==> config.mk <==
export PLATFORM = sky130hd
export DESIGN_NAME = arc_div
export DESIGN_NICKNAME = d
export VERILOG_FILES = /design/src/arc_cache_replacement_core_macros.svh /design/src/arc_div.sv
export SDC_FILE = /design/constraint.sdc
export NUM_CORES = 1
export LEC_CHECK = 0
export BUFFER_PORTS_ARGS = -buffer_cell sky130_fd_sc_hd__buf_2
export CORE_UTILIZATION = 40
export CTS_CLUSTER_SIZE = 10
export DETAILED_ROUTE_END_ITERATION = 16
export PLACE_DENSITY = 0.6
export SETUP_SLACK_MARGIN = 0.15
export SYNTH_ARGS = -nofsm -noshare
export SYNTH_HDL_FRONTEND = slang
export SYNTH_SLANG_ARGS = --single-unit
export TNS_END_PERCENT = 100
==> constraint.sdc <==
create_clock -name clk -period 5.2 [get_ports clk]
set_input_delay 1.04 -clock clk [delete_from_list [all_inputs] [get_ports clk]]
set_output_delay 1.04 -clock clk [all_outputs]
set_load 0.005 [all_outputs]
==> src/arc_cache_replacement_core_macros.svh <==
// Assertion macros shared by the cache replacement core.
// Both expect signals named clk and rst in the module that uses them.
`ifndef ARC_CACHE_REPLACEMENT_CORE_MACROS_SVH
`define ARC_CACHE_REPLACEMENT_CORE_MACROS_SVH

// Same-cycle implication, disabled during reset.
`define ARC_ASSERT_IMP(label, ante, cons, msg) \
  label: assert property (@(posedge clk) disable iff (rst) (ante) |-> (cons)) else $error(msg);

// Next-cycle implication, disabled during reset.
`define ARC_ASSERT_NXT(label, ante, cons, msg) \
  label: assert property (@(posedge clk) disable iff (rst) (ante) |=> (cons)) else $error(msg);

`endif

==> src/arc_div.sv <==
// Restoring divider for the ratio of ghost list lengths, one quotient bit per cycle.
// Stand-alone; instantiated by the cache replacement core.
module arc_div #(
  parameter int NW = 18,
  parameter int DW = 10
) (
  input  logic          clk,
  input  logic          rst,
  input  logic          start,
  input  logic [NW-1:0] num,
  input  logic [DW-1:0] den,
  output logic          done,
  output logic [NW-1:0] quot
);

  localparam int CNTW = $clog2(NW + 1);

  logic [NW-1:0]   shreg;
  logic [DW-1:0]   rem;
  logic [CNTW-1:0] cnt;
  logic            busy;
  logic [DW:0]     trial;
  logic            qbit;

  // One trial subtraction per cycle.
  always_comb begin
    trial = {rem, shreg[NW-1]};
    qbit  = (trial >= {1'b0, den});
  end

  // The numerator shifts out as the quotient shifts in.
  always_ff @(posedge clk) begin
    if (rst) begin
      busy <= 1'b0;
      done <= 1'b0;
      cnt  <= '0;
    end else begin
      done <= 1'b0;
      if (start) begin
        busy  <= 1'b1;
        cnt   <= CNTW'(NW);
        rem   <= '0;
        shreg <= num;
      end else if (busy) begin
        rem   <= qbit ? DW'(trial - {1'b0, den}) : DW'(trial);
        shreg <= {shreg[NW-2:0], qbit};
        cnt   <= cnt - 1'b1;
        if (cnt == CNTW'(1)) begin
          busy <= 1'b0;
          done <= 1'b1;
        end
      end
    end
  end

  assign quot = shreg;

endmodule

==> Yosys cells after proc, flatten, opt, wreduce, memory -nomap -nowiden <==
Cells that the tools add are included.
{ "classes": {"add_sub_neg": 2, "magnitude_cmp": 1, "n_eq_ne": 1, "muxes": 10, "bitwise": 2, "reduce_logical": 4} }
{ "ops": {"columns": ["cell", "count"], "rows": [
  ["2-to-1 mux 18 bit", 2],
  ["2-to-1 mux 10 bit", 2],
  ["greater-or-equal comparator 11 x 10 -> 1 bit", 1],
  ["2-to-1 mux 5 bit", 2],
  ["subtractor 10 bit", 1],
  ["equality test 5 x 1 -> 1 bit, second input constant", 1],
  ["subtractor 5 x 1 -> 5 bit, second input constant", 1],
  ["2-to-1 mux 1 bit", 4],
  ["OR reduction 3 bit", 1],
  ["NOT 1 bit", 2],
  ["AND reduction 2 bit", 1],
  ["nonzero test 2 bit", 1],
  ["OR reduction 2 bit", 1]
]} }
{ "word_totals": {"ff_bits": 35, "inputBits": 31, "output_inout_bits": 19, "word_cells": 26} }

==> Depth between registers and ports, before layout <==
Gate-level depths: netlist (run 1).
{ "logic_depth": {"ltp_word": 4, "depth_mapped": 9, "mapped_depth_nobuf": 9} }

==> Worst setup path after synthesis (run 1) <==
OpenSTA, ideal clock, no wires.
{ "synth_path": {"kind": "input to register", "startpoint": "in start", "endpoint": "reg shreg[0] (netlist: quot[0]) (enable)", "setup_ns": 0.413, "t_arrival_ns": 2.433, "required_time_ns": 4.787, "setup_slack_ns": 2.354, "cell_stages": 3, "path_buffers": 1, "path_cell_list": "clkbuf_8 -> nor2_1 -> nor2_1"} }
{ "synth_between": {"elab_chain_cells": 2} }
{ "synth_lines": {"columns": ["item", "line_no", "source"], "rows": [
  ["start: declaration", "arc_div.sv:9", "input logic start,"],
  ["nonzero test 2 bit (no source line)", null, null],
  ["AND reduction 2 bit (no source line)", null, null],
  ["end signal: assignment", "arc_div.sv:43", "shreg <= num;"],
  ["end signal: assignment", "arc_div.sv:46", "shreg <= {shreg[NW-2:0], qbit};"],
  ["end: declaration", "arc_div.sv:18", "logic [NW-1:0] shreg;"]
]} }
Every way passes these cells.
A chain may end at the register's enable or synchronous reset.

==> Worst setup path after layout (run 1) <==
{ "layout_path": {"startpoint": "in den[8]", "endpoint": "reg shreg[0] (netlist: quot[0]) (data pin)"} }
{ "layout_between": {"elab_chain_cells": 3} }
{ "layout_lines": {"columns": ["item", "line_no", "source"], "rows": [
  ["start: declaration", "arc_div.sv:11", "input logic [DW-1:0] den,"],
  ["greater-or-equal comparator 11 x 10 -> 1 bit", "arc_div.sv:28", "qbit = (trial >= {1'b0, den});"],
  ["2-to-1 mux 18 bit", "arc_div.sv:44", "end else if (busy) begin"],
  ["2-to-1 mux 18 bit", "arc_div.sv:39", "if (start) begin"]
]} }
Every way passes these cells. The select of a mux whose other input is x is not followed.

==> results.toml, run 1 <==
[min_path]
whs_path_depth = 1
hp-class = "flop to flop"

[setup_path]
endpoint_kind = "flop"
crit_path_start_kind = "input port"
crit_fanout = 7
buffering_stage_count_on_the_worst_path_with_inverters_included = 2
timing.critical_path.max_delay_family = "compound AO/OA/AOI/OAI gates"
worst_path_arrival_time_ps = 2850
crit_chain = "buf_2 -> inv_1 -> ha_1 -> a21oi_2 -> o311ai_1 -> a311oi_2 -> nand2_2 -> mux2_2"
cp_slowest_stage_delay_ps = 460
number_of_stages_on_the_worst_setup_path = 8
r2r_cells = 9
crit_path_top_delay_cell = "sky130_fd_sc_hd__a311oi_2"
required_time_at_the_endpoint_of_the_critical_path_ps = 5230
path_class = "input port to flop"

[yosys]
netlist_instances = 178
synth-async-reset-ratio_pct = 0
synth.yosys.seq_area_share_pct = 47.49
mean_area_per_synthesized_cell_sq_um = 11.61
synth-edff-count = 28
netlist-cell-type-count = 41
synthesis.nets = 222
most_frequent_cell_after_synthesis = "sky130_fd_sc_hd__edfxtp_1"
synth_common_cells = "sky130_fd_sc_hd__edfxtp_1 (28), sky130_fd_sc_hd__mux2_2 (18), sky130_fd_sc_hd__inv_1 (16)"
yosysTopAreaCellShare_pct = 40.70
synth_top_area_cell = "sky130_fd_sc_hd__edfxtp_1"
synth_top_flop_cell = "sky130_fd_sc_hd__edfxtp_1"
synth_warnings = 0
syn_area_sq_um = 2066
yosys_register_bits = 35
synth.area.top_cells = "sky130_fd_sc_hd__edfxtp_1 (41%), sky130_fd_sc_hd__mux2_2 (9.8%), sky130_fd_sc_hd__ha_1 (7.3%)"

[placement]
buffer_ports.inserted = 49
gpl.final_weighted_congestion = 0.8395
hpwlAfterDp_um = 3079

[layout]
antennaDiodeCount = 0
layout-area-overhead-vs-synth_pct = 19.14
finalNetCount = 275
post_route_cells_drive_above_1_share_pct = 37.93
fillers = 440
multi_input_comb_area_sq_um = 1002
final-seq-area_sq_um = 980.9

[floorplanning]
die_area_sq_um = 5456
initial_core_util_pct = 42.61
die_width_um = 73.87
rows = 25
boundaryPins = 50
core_area_sq_um = 4848
floorplan.die.height_um = 73.87

[routing]
routed_via_density = 5.114
route.final.wire_length_um = 4115
drt-wirelength-per-cell_um = 13.76
drt_iter0_markers = 57
via_count = 1529
final_antenna_net_count = 0
detail_route.first_pass.iterations = 4
drc = 0

[clock_network]
postCtsSetupRepairBufs = 0
tritoncts.num_buffers = 5
cts.repair.resized = 0
tritoncts_clock_tree = "yes"
clock_tree.root_cell = "sky130_fd_sc_hd__clkbuf_8"
total_number_of_h_tree_levels = 2
tritoncts_num_sinks = 35
hold_buffers = 0
clockBufferDepth = 2
cts_clk_pin_slew_worst_paths_ps = 70
worstSkewPairLatency_ps = 280

[global_routing]
overflow = 0
antenna_found_initial = 0
vias_in_the_first_global_route = 1456
grt_start_max_net_pins = 32
wire_length_of_the_first_global_routing_pass_um = 6844
global_route.usage.total_pct = 16.73

[power_and_ir_drop]
power_density_nw_per_um2 = 284.6
ir_drop_mv = 0.1503
p_leak_nw = 0.9993
fin_total_pwr_mw = 0.7003

[job]
drv.max_cap_violation_count = 0

[timing]
unrepaired_setup_endpoints_after_global_routing = "no"
timing.final.max_slew_violations = 0
max_freq_mhz = 354.6
period_share_pct = 54.24
setup_viol = 0
setup_total_negative_slack_ps = 0
slew_headroom_pct = 55.63
transition_time_of_the_tightest_slew_check_pin_ps = 665.5
timing.final.hold_violations = 0
finalWorstPathRequiredPeriod_ps = 2820
final.setup_skew_ps = 4.650

[run_status]
status = "finished clean"
[worst paths after layout]
kind / from / to / slack [ps]
max: den[8] / quot[0]$_DFFE_PP_ / 2380
min: quot[13]$_DFFE_PP_ / quot[14]$_DFFE_PP_ / 580
max reg2reg: quot[17]$_DFFE_PP_ / rem[8]$_SDFFCE_PP0P_ / 2800
min reg2reg: quot[13]$_DFFE_PP_ / quot[14]$_DFFE_PP_ / 580
[metal layers]
metal,track usage (%),vias to the layer above,wire length (um)
li1,-,778,-
met1,23.50,702,2003
met2,25.08,42,1854
met3,4.115,7,205
met4,5.769,0,51
met5,0,-,0
[layout by cell type (no fill, tap or decap), drive strengths merged, types with 2 or more instances in the layout]
master  count
nor2        5
xnor2       6
edfxtp     28
a31oi       2
mux2       18
dfxtp       7
nand3       5
clkbuf      7
a311oi      2
o21bai      2
nand2      10
xor2        3
a311o       2
inv        16
o21ai      10
buf        50
and3        2
nor2b       2
o22ai       3
nor4b       2
a21oi      12
ha         12
nor3        9
a21o        2
a211oi      6
[flip-flops by register name, indices dropped and copies added, names as in the netlist]
signal	count
quot	18
rem	10
cnt	5
busy	1
done	1
[metrics by stage]
step                hold WS, ps  setup slack, ps  area (sq um)  cells  utilization, %
finish                    575.7             2380          2461    299           50.76
global route              605.7             2178          2461    299           50.76
CTS                       576.9             2363          2461    299           50.76
detailed placement        555.5             2074          2380    291           49.08
global placement          554.3             2008          2380    291           49.08
floorplan                 527.9             2354          2066    178               -
[cell type report]
class,instances,area share (%)
Clock buffer,7,3.101
Clock inverter,1,0.2034
Inverter,16,2.440
Multi-Input combinational cell,123,40.72
Sequential cell,35,39.86
Tap cell,67,3.406
Timing Repair Buffer,50,10.27
[power breakdown]
part | switching [mW] | total [mW] | internal (mW)
clock | 0.0894 | 0.183 | 0.0939
sequential | 0.0135 | 0.344 | 0.330
combinational | 0.0932 | 0.173 | 0.0801
total | 0.196 | 0.700 | 0.504
[logic make-up after synthesis]
logic type,share of synthesized area (%)
compound gates,17.02
xor+xnor,3.816
fa+ha+maj,8.237
buf+inv,4.119
flops,47.49
mux,9.812
simple gates,9.510
No activity file was read; power rests on OpenSTA's default activity.
==> run 2: changes to the inputs <==
ABC_AREA = 1   (was not set)
PLACE_DENSITY = 0.59   (was 0.6)
clock period = 2.93 ns   (was 5.2 ns; I/O delays follow)
==> run 2 against run 1 <==
Against the previous run: first-iteration DRC count up 23%; sequential power up 77%; largest power group unchanged; hold slack worse by 99 ps; critical path type is now flop to flop; via count up 19%.
==> results.toml, run 2 <==
[layout]
final_cell_mix = "sky130_fd_sc_hd__nand2_1 (109), sky130_fd_sc_hd__buf_2 (49), sky130_fd_sc_hd__inv_1 (36)"
largest_register_ff_count = 18
layout-area-overhead-vs-synth_pct = 18.51
final-seq-area_sq_um = 980.9
post_route_cells_drive_above_1_share_pct = 22.73
multi_input_comb_area_sq_um = 1047
utilization_pct = 50.17
fillers = 536
final_common_cell = "sky130_fd_sc_hd__nand2_1"
finalNetCount = 373
antennaDiodeCount = 0

[yosys]
synth.yosys.seq_area_share_pct = 44.52
yosys_register_bits = 35
netlist-cell-type-count = 30
synth.area.top_cells = "sky130_fd_sc_hd__edfxtp_1 (38%), sky130_fd_sc_hd__nand2_1 (19%), sky130_fd_sc_hd__ha_1 (6.8%)"
synth_top_area_cell = "sky130_fd_sc_hd__edfxtp_1"
yosysTopAreaCellShare_pct = 38.16
mean_area_per_synthesized_cell_sq_um = 7.954
synth_warnings = 0
synth_top_flop_cell = "sky130_fd_sc_hd__edfxtp_1"
synth-async-reset-ratio_pct = 0
synthesis.nets = 321
synth_common_cells = "sky130_fd_sc_hd__nand2_1 (109), sky130_fd_sc_hd__inv_1 (36), sky130_fd_sc_hd__nor2_1 (33)"
synth-edff-count = 28
most_frequent_cell_after_synthesis = "sky130_fd_sc_hd__nand2_1"
syn_area_sq_um = 2203
netlist_instances = 277

[global_routing]
overflow = 0
grt_start_max_net_pins = 27
vias_in_the_first_global_route = 1778
wire_length_of_the_first_global_routing_pass_um = 7576
global_route.usage.total_pct = 16.30
antenna_found_initial = 0

[setup_path]
required_time_at_the_endpoint_of_the_critical_path_ps = 2970
worst_r2r_startpoint = "rem[6]$_SDFFCE_PP0P_"
crit_chain = "ha_1 -> nand2_1 -> nor2_1 -> nand3_1 -> and2_4 -> nand2_4 -> inv_1 -> nor2_1 -> nor2_1"
crit_path_top_delay_cell = "sky130_fd_sc_hd__edfxtp_1"
worst_path_arrival_time_ps = 2070
ff2ff_setup_slack_ps = 900
worst_path_most_repeated_cell = "sky130_fd_sc_hd__nor2_1"
r2r_cells = 9
timing.rr.end = "rem[4]$_SDFFCE_PP0P_"
crit_path_start_kind = "flop"
path_class = "flop to flop"
cp_slowest_stage_delay_ps = 410
endpoint_kind = "flop"
crit_fanout = 14

[clock_network]
worstSkewPairLatency_ps = 280
hold_buffers = 0
cts.repair.resized = 0
tritoncts_num_sinks = 35
tritoncts.num_buffers = 5
tritoncts_clock_tree = "yes"
clock_tree.root_cell = "sky130_fd_sc_hd__clkbuf_8"
total_number_of_h_tree_levels = 2
clockBufferDepth = 2
postCtsSetupRepairBufs = 0
cts_clk_pin_slew_worst_paths_ps = 70

[timing]
unrepaired_setup_endpoints_after_global_routing = "no"
final.setup_skew_ps = 7.844
timing.final.max_slew_violations = 0
max_freq_mhz = 492.3
period_share_pct = 69.32
finalWorstPathRequiredPeriod_ps = 2031
timing.final.hold_violations = 0
transition_time_of_the_tightest_slew_check_pin_ps = 546.7
fin_ws_ps = 898.8
setup_total_negative_slack_ps = 0
slew_headroom_pct = 63.51
setup_viol = 0

[floorplanning]
rows = 26
initial_core_util_pct = 42.33
die_width_um = 76.22
boundaryPins = 50
die_area_sq_um = 5809
floorplan.die.height_um = 76.22
core_area_sq_um = 5205

[routing]
detail_route.first_pass.iterations = 4
drc = 0
final_antenna_net_count = 0
route.final.wire_length_um = 4438
drt-wirelength-per-cell_um = 11.10
drt_iter0_markers = 70
via_count = 1825
routed_via_density = 4.563

[job]
drv.max_cap_violation_count = 0

[run_status]
status = "finished clean"

[placement]
hpwlAfterDp_um = 3384
gpl.final_weighted_congestion = 0.8359
buffer_ports.inserted = 49
place_worst_setup_slack_ps = 611.7

[power_and_ir_drop]
ir_drop_mv = 0.3445
power_density_nw_per_um2 = 484.9
p_leak_nw = 1.370
fin_total_pwr_mw = 1.266

[min_path]
hp-class = "flop to flop"
worstHoldStart = "cnt[4]$_SDFFE_PP0N_"
worstHoldEndpoint = "cnt[4]$_SDFFE_PP0N_"
whs_path_depth = 2
==> run 2: how the worst max path moves through the flow <==
stage                    startpoint                    to  cells after the start
6_report       rem[6]$_SDFFCE_PP0P_  rem[4]$_SDFFCE_PP0P_                      9
5_1_grt        rem[6]$_SDFFCE_PP0P_  rem[4]$_SDFFCE_PP0P_                      9
4_1_cts        rem[6]$_SDFFCE_PP0P_  rem[4]$_SDFFCE_PP0P_                      9
3_5_place_dp                 den[7]  rem[4]$_SDFFCE_PP0P_                     11
3_3_place_gp                 den[7]  rem[3]$_SDFFCE_PP0P_                     11
2_1_floorplan                 start     quot[0]$_DFFE_PP_                      3
==> run 2: worst max-delay path: cells and delay by family (launching register included) <==
| family | cells | cell delay (ps) |
|---|---|---|
| buffers and inverters | 1 | 130 |
| adders and majority gates | 1 | 390 |
| and+or+nand+nor | 7 | 850 |
| DFF | 1 | 410 |
==> run 2: logic make-up (layout without fill, tap and decap cells) <==
group | count (synthesis) | in the layout | synth area share (%)
AOI/OAI and AO/OA | 15 | 15 | 5.735
xor gates and xnor gates | 4 | 4 | 1.590
adders and majority gates | 13 | 13 | 7.723
buffers and inverters | 44 | 97 | 8.063
DFF | 35 | 35 | 44.52
and+or+nand+nor | 166 | 166 | 32.37
==> run 2: cell type report <==
class / count / share of cell area, %
Tap cell: 70 / 3.354
Inverter: 38 / 5.462
Sequential cell: 35 / 37.57
Clock buffer: 8 / 3.067
Multi-Input combinational cell: 198 / 40.11
Timing Repair Buffer: 51 / 10.45
==> run 2: metal layers <==
metal / wire, um / GRT usage (%) / vias to the layer above
met5: 0 / 0 / -
met4: 52 / 4.615 / 0
met3: 271 / 3.952 / 5
met2: 2122 / 28.56 / 52
met1: 1991 / 19.80 / 797
li1: - / - / 971
==> run 2: stage by stage <==
step                cells  area (sq um)  hold WS (ps)
finish                400          2611         476.9
global route          400          2611         507.7
CTS                   400          2611         477.6
detailed placement    392          2531         467.0
global placement      392          2531         461.5
floorplan             277          2203         442.2
==> run 2: power by group <==
part / total [mW] / internal (mW) / leakage, nW / switching (mW)
logic: 0.324 / 0.130 / 1.00 / 0.193
registers: 0.610 / 0.586 / 0.328 / 0.0243
clock network: 0.332 / 0.169 / 0.0395 / 0.164
==> run 3: changes to the inputs <==
clock period = 2.1 ns   (was 2.93 ns; I/O delays follow)
==> run 3 against run 2 <==
Against the previous run: non-clock buffer count rose by 18; sequential power is 40% higher; highest routed layer unchanged; count of clock-buffer cells in the layout shrank 1; critical endpoint is now rem[3]$_SDFFCE_PP0P_; sequential cell count is the same; global-route usage up 1.0 points.
==> results.toml, run 3 (synthesis results as in run 2) <==
[global_routing]
antenna_found_initial = 0
global_route.usage.total_pct = 17.32
wire_length_of_the_first_global_routing_pass_um = 8017
grt_start_max_net_pins = 22
overflow = 0
vias_in_the_first_global_route = 1779

[routing]
drt_iter0_markers = 53
route.final.wire_length_um = 4857
drt-wirelength-per-cell_um = 11.62
drc = 0
detail_route.first_pass.iterations = 4
via_count = 1878
final_antenna_net_count = 0
routed_via_density = 4.493

[timing]
slew_headroom_pct = 81.19
unrepaired_setup_endpoints_after_global_routing = "yes"
period_share_pct = 91.55
timing.final.hold_violations = 0
setup_viol = 0
fin_ws_ps = 177.5
finalWorstPathRequiredPeriod_ps = 1922
timing.final.max_slew_violations = 0
max_freq_mhz = 520.2
transition_time_of_the_tightest_slew_check_pin_ps = 282.1
final.setup_skew_ps = 10.19
setup_total_negative_slack_ps = 0

[setup_path]
crit_path_start_kind = "flop"
worst_r2r_startpoint = "rem[4]$_SDFFCE_PP0P_"
ff2ff_setup_slack_ps = 180
required_time_at_the_endpoint_of_the_critical_path_ps = 2150
r2r_cells = 9
worst_path_arrival_time_ps = 1970
path_class = "flop to flop"
crit_fanout = 6
timing.rr.end = "rem[3]$_SDFFCE_PP0P_"
endpoint_kind = "flop"

[floorplanning]
initial_core_util_pct = 42.33
die_area_sq_um = 5809
floorplan.die.height_um = 76.22
rows = 26
die_width_um = 76.22
boundaryPins = 50
core_area_sq_um = 5205

[power_and_ir_drop]
power.sequential.fraction_pct = 44.6
power_density_nw_per_um2 = 654.0
power.net_switching_mw = 0.5925
intPower_mw = 1.328
p_leak_nw = 1.467
fin_total_pwr_mw = 1.920
pwr-share-comb_pct = 31.0
ir_drop_mv = 0.4152
switching_share_pct = 30.85
pwr-share-clk_pct = 24.4

[layout]
post_route_cells_drive_above_1_share_pct = 34.20
multi_input_comb_area_sq_um = 1219
layout-area-overhead-vs-synth_pct = 33.28
final_common_cell = "sky130_fd_sc_hd__nand2_1"
fin_area_sq_um = 2937
fillers = 493
instances_no_fill = 418
final_cell_mix = "sky130_fd_sc_hd__nand2_1 (101), sky130_fd_sc_hd__buf_2 (49), sky130_fd_sc_hd__inv_1 (34)"
finalNetCount = 391
final-seq-area_sq_um = 980.9
largest_register_ff_count = 18
antennaDiodeCount = 0

[clock_network]
worstSkewPairLatency_ps = 280
total_number_of_h_tree_levels = 2
clock_tree.root_cell = "sky130_fd_sc_hd__clkbuf_8"
hold_buffers = 0
tritoncts_clock_tree = "yes"
tritoncts_num_sinks = 35
tritoncts.num_buffers = 5
clockBufferDepth = 2
cts_clk_pin_slew_worst_paths_ps = 70

[run_status]
status = "finished clean"

[placement]
detailed_place.area_sq_um = 2561
dp_cells = 396
buffer_ports.inserted = 49
place_worst_setup_slack_ps = -9.532
hpwlAfterDp_um = 3517
gpl.final_weighted_congestion = 0.7870

[min_path]
worstHoldEndpoint = "cnt[4]$_SDFFE_PP0N_"
worstHoldStart = "rst"
hp-class = "input port to flop"
whs_path_depth = 2

[job]
drv.max_cap_violation_count = 0
[run 3: critical path, stage by stage, from the launching register on]
cell and delay, ps:
sky130_fd_sc_hd__edfxtp_1 470, sky130_fd_sc_hd__ha_4 350, sky130_fd_sc_hd__nand2_2 70, sky130_fd_sc_hd__nor2_2 100, sky130_fd_sc_hd__nand3_1 80, sky130_fd_sc_hd__and2_4 190, sky130_fd_sc_hd__nand2_8 80, sky130_fd_sc_hd__clkinvlp_4 150
sky130_fd_sc_hd__nor2_1 140, sky130_fd_sc_hd__nor2_1 60
[run 3: worst max path at each step]
stage	from	endpoint	slack, ps	cells past startpoint
floorplan	start	quot[0]$_DFFE_PP_	220	3
global placement	den[7]	rem[4]$_SDFFCE_PP0P_	5	11
detailed placement	den[7]	rem[4]$_SDFFCE_PP0P_	-10	11
CTS	rem[3]$_SDFFCE_PP0P_	rem[4]$_SDFFCE_PP0P_	150	9
global route	rem[4]$_SDFFCE_PP0P_	rem[7]$_SDFFCE_PP0P_	110	9
finish	rem[4]$_SDFFCE_PP0P_	rem[3]$_SDFFCE_PP0P_	180	9
[run 3: what timing repair did]
item	in CTS	in global routing
gates resized for setup	8	22
pin swaps	0	16
buffers inserted	0	14
setup endpoints to repair	6	10
hold endpoints to repair	0	0
[run 3: power by group through the flow]
stage	clock [mW]	sequential, mW	combinational (mW)
after CTS	0.486	0.856	0.496
after global routing	0.509	0.861	0.668
final	0.468	0.856	0.596
after detailed placement	0	0.863	0.467
after floorplan	0	0.860	0.338
after global placement	0	0.865	0.460
[run 3: through the flow]
step	utilization (%)	hold slack, ps
floorplan	-	442.2
global placement	49.21	465.5
detailed placement	49.21	469.0
CTS	52.48	350.4
global route	56.42	361.9
finish	56.42	358.6
[run 3: final cells by class]
| type | instances | area share (%) |
|---|---|---|
| Clock buffer | 7 | 2.599 |
| Clock inverter | 1 | 0.2130 |
| Inverter | 38 | 4.985 |
| Multi-Input combinational cell | 198 | 41.50 |
| Sequential cell | 35 | 33.40 |
| Tap cell | 70 | 2.983 |
| Timing Repair Buffer | 69 | 14.32 |
[run 3: metal layers]
layer / routed length, um / global-route usage (%) / vias to the layer above
met4: 77 / 5.769 / 0
met3: 278 / 4.311 / 9
met5: 0 / 0 / -
met2: 2270 / 27.93 / 56
li1: - / - / 1006
met1: 2231 / 22.67 / 807
